**config.mk**
```make
export PLATFORM = sky130hd
export DESIGN_NAME = line_pixel_generator_top_flat
export DESIGN_NICKNAME = d
export VERILOG_FILES = /design/src/rtl/lpg_pkg.sv /design/src/rtl/lpg_if.sv /design/src/rtl/line_pixel_generator_top.sv /design/src/rtl/lpg_mul.sv /design/src/rtl/lpg_div.sv /design/src/flat_wrapper.sv
export SDC_FILE = /design/constraint.sdc
export NUM_CORES = 2
export LEC_CHECK = 0
export ABC_AREA = 1
export BUFFER_PORTS_ARGS = -buffer_cell sky130_fd_sc_hd__buf_2
export CAP_MARGIN = 25
export CORE_ASPECT_RATIO = 0.7
export CORE_MARGIN = 3
export CORE_UTILIZATION = 69
export DETAILED_ROUTE_END_ITERATION = 12
export PLACE_DENSITY = 0.95
export SKIP_CTS_REPAIR_TIMING = 1
export SLEW_MARGIN = 0
export SYNTH_ARGS = -nofsm -noshare
export SYNTH_HDL_FRONTEND = slang
export SYNTH_SLANG_ARGS = --single-unit
```
**constraint.sdc**
```tcl
create_clock -name clock -period 14.7 [get_ports clock]
set_input_delay 2.205 -clock clock [delete_from_list [all_inputs] [get_ports clock]]
set_output_delay 2.205 -clock clock [all_outputs]
set_load 0.01 [all_outputs]
```
**src/rtl/lpg_pkg.sv**
```systemverilog
// ---------------------------------------------------------------------------
// Line pixel generator package
// Shared widths, register indexes, mode codes and the sequencer state type.
// ---------------------------------------------------------------------------
package lpg_pkg;

   localparam int COORD_BITS_DEFAULT   = 13;
   localparam int ADDRESS_BITS_DEFAULT = 25;
   localparam int DIM_BITS             = 12;
   localparam int COLOR_BITS           = 24;
   localparam int CSR_INDEX_BITS       = 4;

   localparam logic [CSR_INDEX_BITS-1:0] REG_IMAGE_WIDTH  = CSR_INDEX_BITS'(0);
   localparam logic [CSR_INDEX_BITS-1:0] REG_IMAGE_HEIGHT = CSR_INDEX_BITS'(1);

   localparam logic [DIM_BITS-1:0] IMAGE_WIDTH_RESET  = DIM_BITS'(1920);
   localparam logic [DIM_BITS-1:0] IMAGE_HEIGHT_RESET = DIM_BITS'(1080);

   localparam logic MODE_START = 1'b0;
   localparam logic MODE_STEP  = 1'b1;

   typedef enum logic [2:0] {
      ST_IDLE,
      ST_MUL,
      ST_DIV_LOAD,
      ST_DIV,
      ST_MINOR,
      ST_ADDR_MUL,
      ST_LIM_MUL,
      ST_ADDR
   } lpg_state_type;

endpackage

```
**src/rtl/lpg_if.sv**
```systemverilog
// ---------------------------------------------------------------------------
// Line pixel generator channels
// Request, response and register write channels with valid/ready handshake.
// ---------------------------------------------------------------------------
interface lpg_req_if
   import lpg_pkg::*;
   #(parameter int COORD_BITS = COORD_BITS_DEFAULT)
   ();
   logic                         valid;
   logic                         ready;
   logic                         mode;
   logic signed [COORD_BITS-1:0] start_x;
   logic signed [COORD_BITS-1:0] start_y;
   logic signed [COORD_BITS-1:0] finish_x;
   logic signed [COORD_BITS-1:0] finish_y;
   logic [COLOR_BITS-1:0]        line_color;

   modport source (output valid, mode, start_x, start_y, finish_x, finish_y, line_color,
                   input ready);
   modport sink (input valid, mode, start_x, start_y, finish_x, finish_y, line_color,
                 output ready);
endinterface

interface lpg_rsp_if
   import lpg_pkg::*;
   #(parameter int ADDRESS_BITS = ADDRESS_BITS_DEFAULT)
   ();
   logic                           valid;
   logic                           ready;
   logic signed [ADDRESS_BITS-1:0] pixel_address;
   logic                           address_ok;
   logic [COLOR_BITS-1:0]          pixel_color;
   logic                           last_pixel;

   modport source (output valid, pixel_address, address_ok, pixel_color, last_pixel,
                   input ready);
   modport sink (input valid, pixel_address, address_ok, pixel_color, last_pixel,
                 output ready);
endinterface

interface lpg_csr_if
   import lpg_pkg::*;
   ();
   logic                      valid;
   logic                      ready;
   logic [CSR_INDEX_BITS-1:0] index;
   logic [DIM_BITS-1:0]       data;

   modport source (output valid, index, data, input ready);
   modport sink (input valid, index, data, output ready);
endinterface

```
**src/rtl/line_pixel_generator_top.sv**
```systemverilog
// ---------------------------------------------------------------------------
// Line pixel generator
// Slope-intercept line rasterizer producing linear frame-buffer pixel words.
// ---------------------------------------------------------------------------
// A start word runs through the multiply, divider load, divide and minor states
// to form the intercept; a zero-length line finishes in its accept cycle.
// A step word runs through the same states, then address multiply, limit multiply
// and address, which waits while the output stalls, before its pixel is registered.
// One word is worked on at a time. A step with no active line returns at once.
// Synchronous reset clears the line state and sets width 1920, height 1080.
module line_pixel_generator_top
   import lpg_pkg::*;
   #(
   parameter int COORD_BITS   = COORD_BITS_DEFAULT,
   parameter int ADDRESS_BITS = ADDRESS_BITS_DEFAULT
   )
   (
   input logic    clock,
   input logic    reset,
   lpg_req_if.sink   req_port,
   lpg_rsp_if.source rsp_port,
   lpg_csr_if.sink   csr_port
   );

   localparam int DELTA_W  = COORD_BITS + 1;
   localparam int MINOR_W  = COORD_BITS + 2;
   localparam int MUL_W    = (MINOR_W > DIM_BITS + 1) ? MINOR_W : DIM_BITS + 1;
   localparam int PROD_W   = 2 * MUL_W;
   localparam int ADDR_W   = PROD_W + 1;
   localparam int OUT_EXT  = (ADDRESS_BITS > ADDR_W) ? ADDRESS_BITS : ADDR_W;

   lpg_state_type state_ff, state_in;

   logic [DIM_BITS-1:0]          width_ff;
   logic [DIM_BITS-1:0]          height_ff;
   logic                         line_active_ff;
   logic                         major_is_x_ff;
   logic signed [COORD_BITS-1:0] major_index_ff;
   logic signed [COORD_BITS-1:0] major_end_ff;
   logic signed [DELTA_W-1:0]    delta_minor_ff;
   logic signed [DELTA_W-1:0]    delta_major_ff;
   logic signed [MINOR_W-1:0]    intercept_ff;
   logic [COLOR_BITS-1:0]        held_color_ff;
   logic                         op_start_ff;
   logic                         neg_ff;
   logic signed [MINOR_W-1:0]    minor_ff;
   logic signed [ADDR_W-1:0]     addr_ff;

   logic                           rsp_valid_ff;
   logic signed [ADDRESS_BITS-1:0] rsp_address_ff;
   logic                           rsp_ok_ff;
   logic [COLOR_BITS-1:0]          rsp_color_ff;
   logic                           rsp_last_ff;

   // Start word decode.
   logic signed [DELTA_W-1:0]    dx, dy;
   logic [DELTA_W-1:0]           abs_dx, abs_dy;
   logic                         start_major_x;
   logic signed [COORD_BITS-1:0] sel_ma1, sel_ma2, sel_mi1, sel_mi2;
   logic signed [COORD_BITS-1:0] ma1, ma2, mi1, mi2;
   logic signed [DELTA_W-1:0]    start_dmajor, start_dminor;

   logic req_fire, step_ok, out_free, div_start, div_done;
   logic signed [MUL_W-1:0]    mul_a, mul_b;
   logic signed [PROD_W-1:0]   product;
   logic signed [PROD_W-1:0]   prod_mag;
   logic [COORD_BITS-1:0]      quotient;
   logic signed [MINOR_W-1:0]  q_signed;
   logic signed [MINOR_W-1:0]  pix_x, pix_y;
   logic signed [OUT_EXT-1:0]  addr_ext;
   logic                       addr_ok;
   logic                       last;
   logic signed [COORD_BITS:0] index_next;

   assign req_port.ready = (state_ff == ST_IDLE);
   assign req_fire       = req_port.valid && req_port.ready;
   assign csr_port.ready = 1'b1;
   assign out_free       = !rsp_valid_ff || rsp_port.ready;

   always_comb begin
      dx = DELTA_W'(req_port.finish_x) - DELTA_W'(req_port.start_x);
      dy = DELTA_W'(req_port.finish_y) - DELTA_W'(req_port.start_y);
      abs_dx = dx[DELTA_W-1] ? -dx : dx;
      abs_dy = dy[DELTA_W-1] ? -dy : dy;
      start_major_x = abs_dx > abs_dy;
      if (start_major_x) begin
         sel_ma1 = req_port.start_x;
         sel_ma2 = req_port.finish_x;
         sel_mi1 = req_port.start_y;
         sel_mi2 = req_port.finish_y;
      end else begin
         sel_ma1 = req_port.start_y;
         sel_ma2 = req_port.finish_y;
         sel_mi1 = req_port.start_x;
         sel_mi2 = req_port.finish_x;
      end
      if (sel_ma2 < sel_ma1) begin
         ma1 = sel_ma2;
         ma2 = sel_ma1;
         mi1 = sel_mi2;
         mi2 = sel_mi1;
      end else begin
         ma1 = sel_ma1;
         ma2 = sel_ma2;
         mi1 = sel_mi1;
         mi2 = sel_mi2;
      end
      start_dmajor = DELTA_W'(ma2) - DELTA_W'(ma1);
      start_dminor = DELTA_W'(mi2) - DELTA_W'(mi1);
   end

   assign step_ok = line_active_ff && (major_index_ff < major_end_ff);

   // Datapath arithmetic around the shared units.
   assign prod_mag = product[PROD_W-1] ? -product : product;
   assign q_signed = neg_ff ? -MINOR_W'(signed'({1'b0, quotient}))
                            :  MINOR_W'(signed'({1'b0, quotient}));
   assign pix_x    = major_is_x_ff ? MINOR_W'(major_index_ff) : minor_ff;
   assign pix_y    = major_is_x_ff ? minor_ff : MINOR_W'(major_index_ff);
   assign addr_ext = OUT_EXT'(addr_ff);
   assign addr_ok  = !addr_ff[ADDR_W-1] && (addr_ff < ADDR_W'(product));
   assign index_next = (COORD_BITS + 1)'(major_index_ff) + (COORD_BITS + 1)'(1);
   assign last     = index_next >= (COORD_BITS + 1)'(major_end_ff);

   lpg_mul #(.OP_BITS(MUL_W)) u_mul (
      .clock      (clock),
      .operand_a  (mul_a),
      .operand_b  (mul_b),
      .product_ff (product)
   );

   lpg_div #(.COORD_BITS(COORD_BITS)) u_div (
      .clock    (clock),
      .reset    (reset),
      .start    (div_start),
      .dividend (prod_mag[2*COORD_BITS-1:0]),
      .divisor  (delta_major_ff[COORD_BITS-1:0]),
      .quotient (quotient),
      .done_ff  (div_done)
   );

   always_ff @(posedge clock) begin
      if (reset) begin
         state_ff <= ST_IDLE;
      end else begin
         state_ff <= state_in;
      end
   end

   always_comb begin
      state_in  = state_ff;
      div_start = 1'b0;
      mul_a     = MUL_W'(major_index_ff);
      mul_b     = MUL_W'(delta_minor_ff);
      unique case (state_ff)
         ST_IDLE: begin
            if (req_fire) begin
               if (req_port.mode == MODE_START) begin
                  if (start_dmajor != '0) state_in = ST_MUL;
               end else if (step_ok) begin
                  state_in = ST_MUL;
               end
            end
         end
         ST_MUL: begin
            state_in = ST_DIV_LOAD;
         end
         ST_DIV_LOAD: begin
            div_start = 1'b1;
            state_in  = ST_DIV;
         end
         ST_DIV: begin
            if (div_done) state_in = ST_MINOR;
         end
         ST_MINOR: begin
            state_in = op_start_ff ? ST_IDLE : ST_ADDR_MUL;
         end
         ST_ADDR_MUL: begin
            mul_a    = MUL_W'(pix_y);
            mul_b    = MUL_W'(signed'({1'b0, width_ff}));
            state_in = ST_LIM_MUL;
         end
         ST_LIM_MUL: begin
            mul_a    = MUL_W'(signed'({1'b0, width_ff}));
            mul_b    = MUL_W'(signed'({1'b0, height_ff}));
            state_in = ST_ADDR;
         end
         ST_ADDR: begin
            // Keep the frame size product in place while the output is stalled.
            mul_a = MUL_W'(signed'({1'b0, width_ff}));
            mul_b = MUL_W'(signed'({1'b0, height_ff}));
            if (out_free) state_in = ST_IDLE;
         end
         default: begin
            state_in = ST_IDLE;
         end
      endcase
   end

   // Register writes are taken at any time; software is to write only while idle, the block does not enforce it.
   always_ff @(posedge clock) begin
      if (reset) begin
         width_ff  <= IMAGE_WIDTH_RESET;
         height_ff <= IMAGE_HEIGHT_RESET;
      end else if (csr_port.valid && csr_port.ready) begin
         if (csr_port.index == REG_IMAGE_WIDTH) width_ff <= csr_port.data;
         if (csr_port.index == REG_IMAGE_HEIGHT) height_ff <= csr_port.data;
      end
   end

   always_ff @(posedge clock) begin
      if (reset) begin
         line_active_ff <= 1'b0;
         major_is_x_ff  <= 1'b0;
         major_index_ff <= '0;
         major_end_ff   <= '0;
         delta_minor_ff <= '0;
         delta_major_ff <= '0;
         intercept_ff   <= '0;
         held_color_ff  <= '0;
         op_start_ff    <= 1'b0;
      end else begin
         if (req_fire) begin
            if (req_port.mode == MODE_START) begin
               major_is_x_ff  <= start_major_x;
               major_index_ff <= ma1;
               major_end_ff   <= ma2;
               delta_major_ff <= start_dmajor;
               delta_minor_ff <= start_dminor;
               held_color_ff  <= req_port.line_color;
               line_active_ff <= 1'b0;
               op_start_ff    <= 1'b1;
               // The intercept register holds the first minor coordinate until
               // the division result is subtracted from it.
               intercept_ff   <= (start_dmajor == '0) ? '0 : MINOR_W'(mi1);
            end else begin
               op_start_ff <= 1'b0;
               if (!step_ok) line_active_ff <= 1'b0;
            end
         end
         if (state_ff == ST_MINOR && op_start_ff) begin
            intercept_ff   <= intercept_ff - q_signed;
            line_active_ff <= 1'b1;
         end
         if (state_ff == ST_ADDR && out_free) begin
            major_index_ff <= index_next[COORD_BITS-1:0];
            if (last) line_active_ff <= 1'b0;
         end
      end
   end

   always_ff @(posedge clock) begin
      if (state_ff == ST_DIV_LOAD) neg_ff <= product[PROD_W-1];
      if (state_ff == ST_MINOR) minor_ff <= q_signed + intercept_ff;
      if (state_ff == ST_LIM_MUL) addr_ff <= ADDR_W'(pix_x) + ADDR_W'(product);
   end

   always_ff @(posedge clock) begin
      if (reset) begin
         rsp_valid_ff <= 1'b0;
      end else if (state_ff == ST_ADDR && out_free) begin
         rsp_valid_ff <= 1'b1;
      end else if (rsp_port.ready) begin
         rsp_valid_ff <= 1'b0;
      end
   end

   always_ff @(posedge clock) begin
      if (state_ff == ST_ADDR && out_free) begin
         rsp_address_ff <= addr_ext[ADDRESS_BITS-1:0];
         rsp_ok_ff      <= addr_ok;
         rsp_color_ff   <= held_color_ff;
         rsp_last_ff    <= last;
      end
   end

   assign rsp_port.valid         = rsp_valid_ff;
   assign rsp_port.pixel_address = rsp_address_ff;
   assign rsp_port.address_ok    = rsp_ok_ff;
   assign rsp_port.pixel_color   = rsp_color_ff;
   assign rsp_port.last_pixel    = rsp_last_ff;

   // The divider reports completion only while the sequencer waits for it.
   assert property (@(posedge clock) disable iff (reset) div_done |-> state_ff == ST_DIV)
      else $error("divider finished outside the divide state");

   // An active line always has pixels left to draw.
   assert property (@(posedge clock) disable iff (reset)
      line_active_ff |-> major_index_ff < major_end_ff)
      else $error("active line has run past its end point");

   // Every arithmetic pass divides by a nonzero major delta.
   assert property (@(posedge clock) disable iff (reset)
      state_ff == ST_DIV_LOAD |-> delta_major_ff > '0)
      else $error("division started with a zero major delta");

   // A finished pixel always lands in the output register on the next cycle.
   assert property (@(posedge clock) disable iff (reset)
      (state_ff == ST_ADDR && out_free) |=> rsp_valid_ff)
      else $error("finished pixel did not reach the output register");

endmodule

```
**src/rtl/lpg_mul.sv**
```systemverilog
// ---------------------------------------------------------------------------
// Line pixel generator shared multiplier
// Signed multiplier with a registered product, time-shared by the sequencer.
// ---------------------------------------------------------------------------
module lpg_mul
   import lpg_pkg::*;
   #(parameter int OP_BITS = COORD_BITS_DEFAULT + 2)
   (
   input  logic                          clock,
   input  logic signed [OP_BITS-1:0]     operand_a,
   input  logic signed [OP_BITS-1:0]     operand_b,
   output logic signed [2*OP_BITS-1:0]   product_ff
   );

   always_ff @(posedge clock) begin
      product_ff <= operand_a * operand_b;
   end

endmodule

```
**src/rtl/lpg_div.sv**
```systemverilog
// ---------------------------------------------------------------------------
// Line pixel generator divider
// Restoring unsigned divider, one quotient bit per cycle.
// ---------------------------------------------------------------------------
module lpg_div
   import lpg_pkg::*;
   #(parameter int COORD_BITS = COORD_BITS_DEFAULT)
   (
   input  logic                      clock,
   input  logic                      reset,
   input  logic                      start,
   input  logic [2*COORD_BITS-1:0]   dividend,
   input  logic [COORD_BITS-1:0]     divisor,
   output logic [COORD_BITS-1:0]     quotient,
   output logic                      done_ff
   );

   localparam int CNT_W = $clog2(COORD_BITS + 1);

   logic [COORD_BITS-1:0] rem_ff;
   logic [COORD_BITS-1:0] quo_ff;
   logic [COORD_BITS-1:0] div_ff;
   logic [CNT_W-1:0]      count_ff;
   logic                  running_ff;
   logic [COORD_BITS:0]   shifted;
   logic [COORD_BITS+1:0] diff;

   // The quotient always fits in COORD_BITS, so the upper half of the dividend
   // is already below the divisor and only COORD_BITS steps are needed.
   assign shifted = {rem_ff, quo_ff[COORD_BITS-1]};
   assign diff    = {1'b0, shifted} - {2'b00, div_ff};
   assign quotient = quo_ff;

   always_ff @(posedge clock) begin
      if (reset) begin
         running_ff <= 1'b0;
         done_ff    <= 1'b0;
         count_ff   <= '0;
      end else begin
         done_ff <= 1'b0;
         if (start) begin
            running_ff <= 1'b1;
            count_ff   <= CNT_W'(COORD_BITS);
         end else if (running_ff) begin
            count_ff <= count_ff - CNT_W'(1);
            if (count_ff == CNT_W'(1)) begin
               running_ff <= 1'b0;
               done_ff    <= 1'b1;
            end
         end
      end
   end

   always_ff @(posedge clock) begin
      if (start) begin
         rem_ff <= dividend[2*COORD_BITS-1:COORD_BITS];
         quo_ff <= dividend[COORD_BITS-1:0];
         div_ff <= divisor;
      end else if (running_ff) begin
         if (!diff[COORD_BITS+1]) begin
            rem_ff <= diff[COORD_BITS-1:0];
            quo_ff <= {quo_ff[COORD_BITS-2:0], 1'b1};
         end else begin
            rem_ff <= shifted[COORD_BITS-1:0];
            quo_ff <= {quo_ff[COORD_BITS-2:0], 1'b0};
         end
      end
   end

endmodule

```
**src/flat_wrapper.sv**
```systemverilog
// flat-port wrapper written by rule: the top's interface ports become plain ports
module line_pixel_generator_top_flat import lpg_pkg::*;
#(
   parameter int COORD_BITS   = COORD_BITS_DEFAULT,
   parameter int ADDRESS_BITS = ADDRESS_BITS_DEFAULT
   )
  (clock, reset, req_port_valid, req_port_mode, req_port_start_x, req_port_start_y, req_port_finish_x, req_port_finish_y, req_port_line_color, req_port_ready, rsp_port_valid, rsp_port_pixel_address, rsp_port_address_ok, rsp_port_pixel_color, rsp_port_last_pixel, rsp_port_ready, csr_port_valid, csr_port_index, csr_port_data, csr_port_ready);
  lpg_req_if #(.COORD_BITS(COORD_BITS)) req_port_i ();
  lpg_rsp_if #(.ADDRESS_BITS(ADDRESS_BITS)) rsp_port_i ();
  lpg_csr_if csr_port_i ();
  input logic clock;
  input logic reset;
  input wire logic [$bits(req_port_i.valid)-1:0] req_port_valid;
  input wire logic [$bits(req_port_i.mode)-1:0] req_port_mode;
  input wire logic [$bits(req_port_i.start_x)-1:0] req_port_start_x;
  input wire logic [$bits(req_port_i.start_y)-1:0] req_port_start_y;
  input wire logic [$bits(req_port_i.finish_x)-1:0] req_port_finish_x;
  input wire logic [$bits(req_port_i.finish_y)-1:0] req_port_finish_y;
  input wire logic [$bits(req_port_i.line_color)-1:0] req_port_line_color;
  output wire logic [$bits(req_port_i.ready)-1:0] req_port_ready;
  output wire logic [$bits(rsp_port_i.valid)-1:0] rsp_port_valid;
  output wire logic [$bits(rsp_port_i.pixel_address)-1:0] rsp_port_pixel_address;
  output wire logic [$bits(rsp_port_i.address_ok)-1:0] rsp_port_address_ok;
  output wire logic [$bits(rsp_port_i.pixel_color)-1:0] rsp_port_pixel_color;
  output wire logic [$bits(rsp_port_i.last_pixel)-1:0] rsp_port_last_pixel;
  input wire logic [$bits(rsp_port_i.ready)-1:0] rsp_port_ready;
  input wire logic [$bits(csr_port_i.valid)-1:0] csr_port_valid;
  input wire logic [$bits(csr_port_i.index)-1:0] csr_port_index;
  input wire logic [$bits(csr_port_i.data)-1:0] csr_port_data;
  output wire logic [$bits(csr_port_i.ready)-1:0] csr_port_ready;
  assign req_port_i.valid = req_port_valid;
  assign req_port_i.mode = req_port_mode;
  assign req_port_i.start_x = req_port_start_x;
  assign req_port_i.start_y = req_port_start_y;
  assign req_port_i.finish_x = req_port_finish_x;
  assign req_port_i.finish_y = req_port_finish_y;
  assign req_port_i.line_color = req_port_line_color;
  assign req_port_ready = req_port_i.ready;
  assign rsp_port_valid = rsp_port_i.valid;
  assign rsp_port_pixel_address = rsp_port_i.pixel_address;
  assign rsp_port_address_ok = rsp_port_i.address_ok;
  assign rsp_port_pixel_color = rsp_port_i.pixel_color;
  assign rsp_port_last_pixel = rsp_port_i.last_pixel;
  assign rsp_port_i.ready = rsp_port_ready;
  assign csr_port_i.valid = csr_port_valid;
  assign csr_port_i.index = csr_port_index;
  assign csr_port_i.data = csr_port_data;
  assign csr_port_ready = csr_port_i.ready;
  line_pixel_generator_top #(.COORD_BITS(COORD_BITS), .ADDRESS_BITS(ADDRESS_BITS)) u_core (.clock(clock), .reset(reset), .req_port(req_port_i), .rsp_port(rsp_port_i), .csr_port(csr_port_i));
endmodule
```
==> metrics.yaml <==
cts_sinks: 296
die_x_um: 252
vias: 26600
ys_seq_area_frac: 0.249
grt_usage: 0.399
synthCells: 3709
synthFlopType: "dfxtp_1"
stdcell_count: 4384
ys_types: 59
drtAntennaViolNets: 0
min_period_ps: 12250
cts_tree: "yes"
cpLargestDelayFamily: "compound AO/OA/AOI/OAI gates"
drive_gt1_frac: 0.0922
skew_ps: 12.2
clk_latency_ps: 610
avgViaCountPerCell: 6.07
worst_path_max_delay_cell: "o21ai_0"
required_ps: 15230
start_util: 0.707
die_h_um: 178
start_kind: "input pin"
root_buffer: "clkbuf_16"
run_status: "finished clean"
fin_util: 0.760
htree_levels: 1
arrival_ps: 12780
max_freq_mhz: 81.6
setup_tns_ps: 0
num-fill-cells: 2898
synth_edf_count: 137
grt_first_pass_wirelength_um: 139000
wire_per_inst_um: 20.5
areaGrowthSynthToFinish_pct: 7.48
drc: 0
syn_area_mm2: 0.0293
drtPass1Iterations: 9
slew_headroom: 0.218
slew_viol_final: 0
coreArea_mm2: 0.0414
globalplace.congestion: 1.06
synth_top_area_share: 0.157
hold_viol: 0
ys_ff_latch: 296
fin_crit_sh: 0.833
place_area_mm2: 0.0304
dp_hpwl_um: 70700
maxCapViolCount: 0
final_net_count: 4424
grt_overflow: 0
fin_area_mm2: 0.0315
die-area_mm2: 0.0450
placed_cells: 4322
cts_buffer_depth: 3
num_rows: 62
synth.net_count: 4319
cp_slowest_stage_delay_ps: 960
crit_type: "input pin to flop"
io_buffer_count: 150
cp_max_fo: 102
worst_pin_slew_ps: 1160
avgSynthCellArea_um2: 7.90
yosysWarnings: 0
cpMostUsedCell: "nand2_1"
rsz0062_at_grt: "no"
setup_violations: 0
synthTopCellsByArea: "fa_1 (16%), edfxtp_1 (14%), ha_1 (12%)"
detail_route.wirelength_um: 89800
synth_top_cell_by_area: "fa_1"
min_path_type: "flop to flop"
grt_pass1_vias: 25300
antenna_found_initial: 3
crit_buf_inv: 8
cts_inserted_buffers: 30
end_kind: "flop"
path_clk_slew_ps: 70
final_cell_mix: "inv_1 (676), nand2_1 (665), nor2_1 (309)"
first_iter_violations: 3552
pin_count: 152
final_common_cell: "inv_1"
async_reset_ff_frac: 0
grt_start_max_net_pins: 103
-- logic make-up after synthesis --
group,Yosys count,synth area share
simple gates,1249,0.184
buf+inv,795,0.108
compound gates,684,0.129
fa+ha+maj,512,0.278
flops,296,0.249
xor+xnor,171,0.0514
other cells,1,0.000128
mux,1,0.000384
-- synth_stat cells (all sizes together) (11+ instances only) --
| library cell | instances |
|---|---|
| o211ai | 32 |
| nor2 | 324 |
| or2 | 14 |
| dfxtp | 159 |
| a22oi | 11 |
| edfxtp | 137 |
| fa | 230 |
| xnor2 | 36 |
| nand3 | 119 |
| o21ai | 289 |
| a21oi | 258 |
| o21bai | 23 |
| buf | 19 |
| ha | 282 |
| a31oi | 24 |
| inv | 680 |
| nor3 | 22 |
| nand4 | 23 |
| clkbuf | 90 |
| nand2 | 730 |
| xor2 | 135 |
-- flip-flops by register name (all words and copies together) (netlist names), 3 cells and up --
| name | flops |
|---|---|
| u_core.state_ff | 3 |
| u_core.intercept_ff | 15 |
| u_core.u_div.rem_ff | 13 |
| u_core.u_div.div_ff | 13 |
| u_core.major_end_ff | 13 |
| u_core.height_ff | 12 |
| u_core.held_color_ff | 24 |
| u_core.u_mul.product_ff | 30 |
| u_core.width_ff | 12 |
| u_core.u_div.quotient | 13 |
| u_core.addr_ext | 31 |
| u_core.rsp_port.pixel_color | 24 |
| u_core.minor_ff | 15 |
| u_core.u_div.count_ff | 4 |
| u_core.delta_minor_ff | 14 |
| u_core.rsp_port.pixel_address | 25 |
| u_core.delta_major_ff | 13 |
| u_core.major_index_ff | 13 |
-- final cells by class --
class | instances | area, µm² | area share
multi-input cells | 2618 | 18900 | 0.599
clock inverters | 13 | 138 | 0.00437
diodes | 2 | 5.00 | 0.000159
flip-flops and latches | 296 | 7300 | 0.232
repair buffers | 182 | 1030 | 0.0327
inverters | 686 | 2570 | 0.0818
well taps | 544 | 681 | 0.0216
clock buffers | 43 | 902 | 0.0287
-- final timing paths --
check	depth (start not counted)	start	end	slack [ps]
worst max-delay path	55	req_port_start_x[2]	u_core.delta_minor_ff[13]$_SDFFE_PP0P_	2450
worst min-delay path	0	u_core.held_color_ff[6]$_SDFFE_PP0P_	u_core.rsp_port.pixel_color[6]$_DFFE_PP_	420
worst max register to register	35	u_core.state_ff[0]$_SDFFE_PP0P_	u_core.u_mul.product_ff[28]$_DFF_P_	4600
worst min register to register	0	u_core.held_color_ff[6]$_SDFFE_PP0P_	u_core.rsp_port.pixel_color[6]$_DFFE_PP_	420
-- per-layer routing --
layer  GRT usage  share of wire  vias to the layer above
li1            -              -                    12100
met1       0.562           0.40                    12400
met2       0.589           0.42                     1832
met3       0.131           0.15                      278
met4       0.118          0.033                        0
met5           0              0                        -
-- per-stage QoR --
step,worst slack (ps),hold slack (ps)
detailed placement,2280,411
floorplan,4260,403
finish,2450,423
global route,1630,430
global placement,2590,404
CTS,2860,426
Power is left out: the tool's default activity adds up to more than one toggle a clock period on the data nets, which glitch-free logic cannot reach.
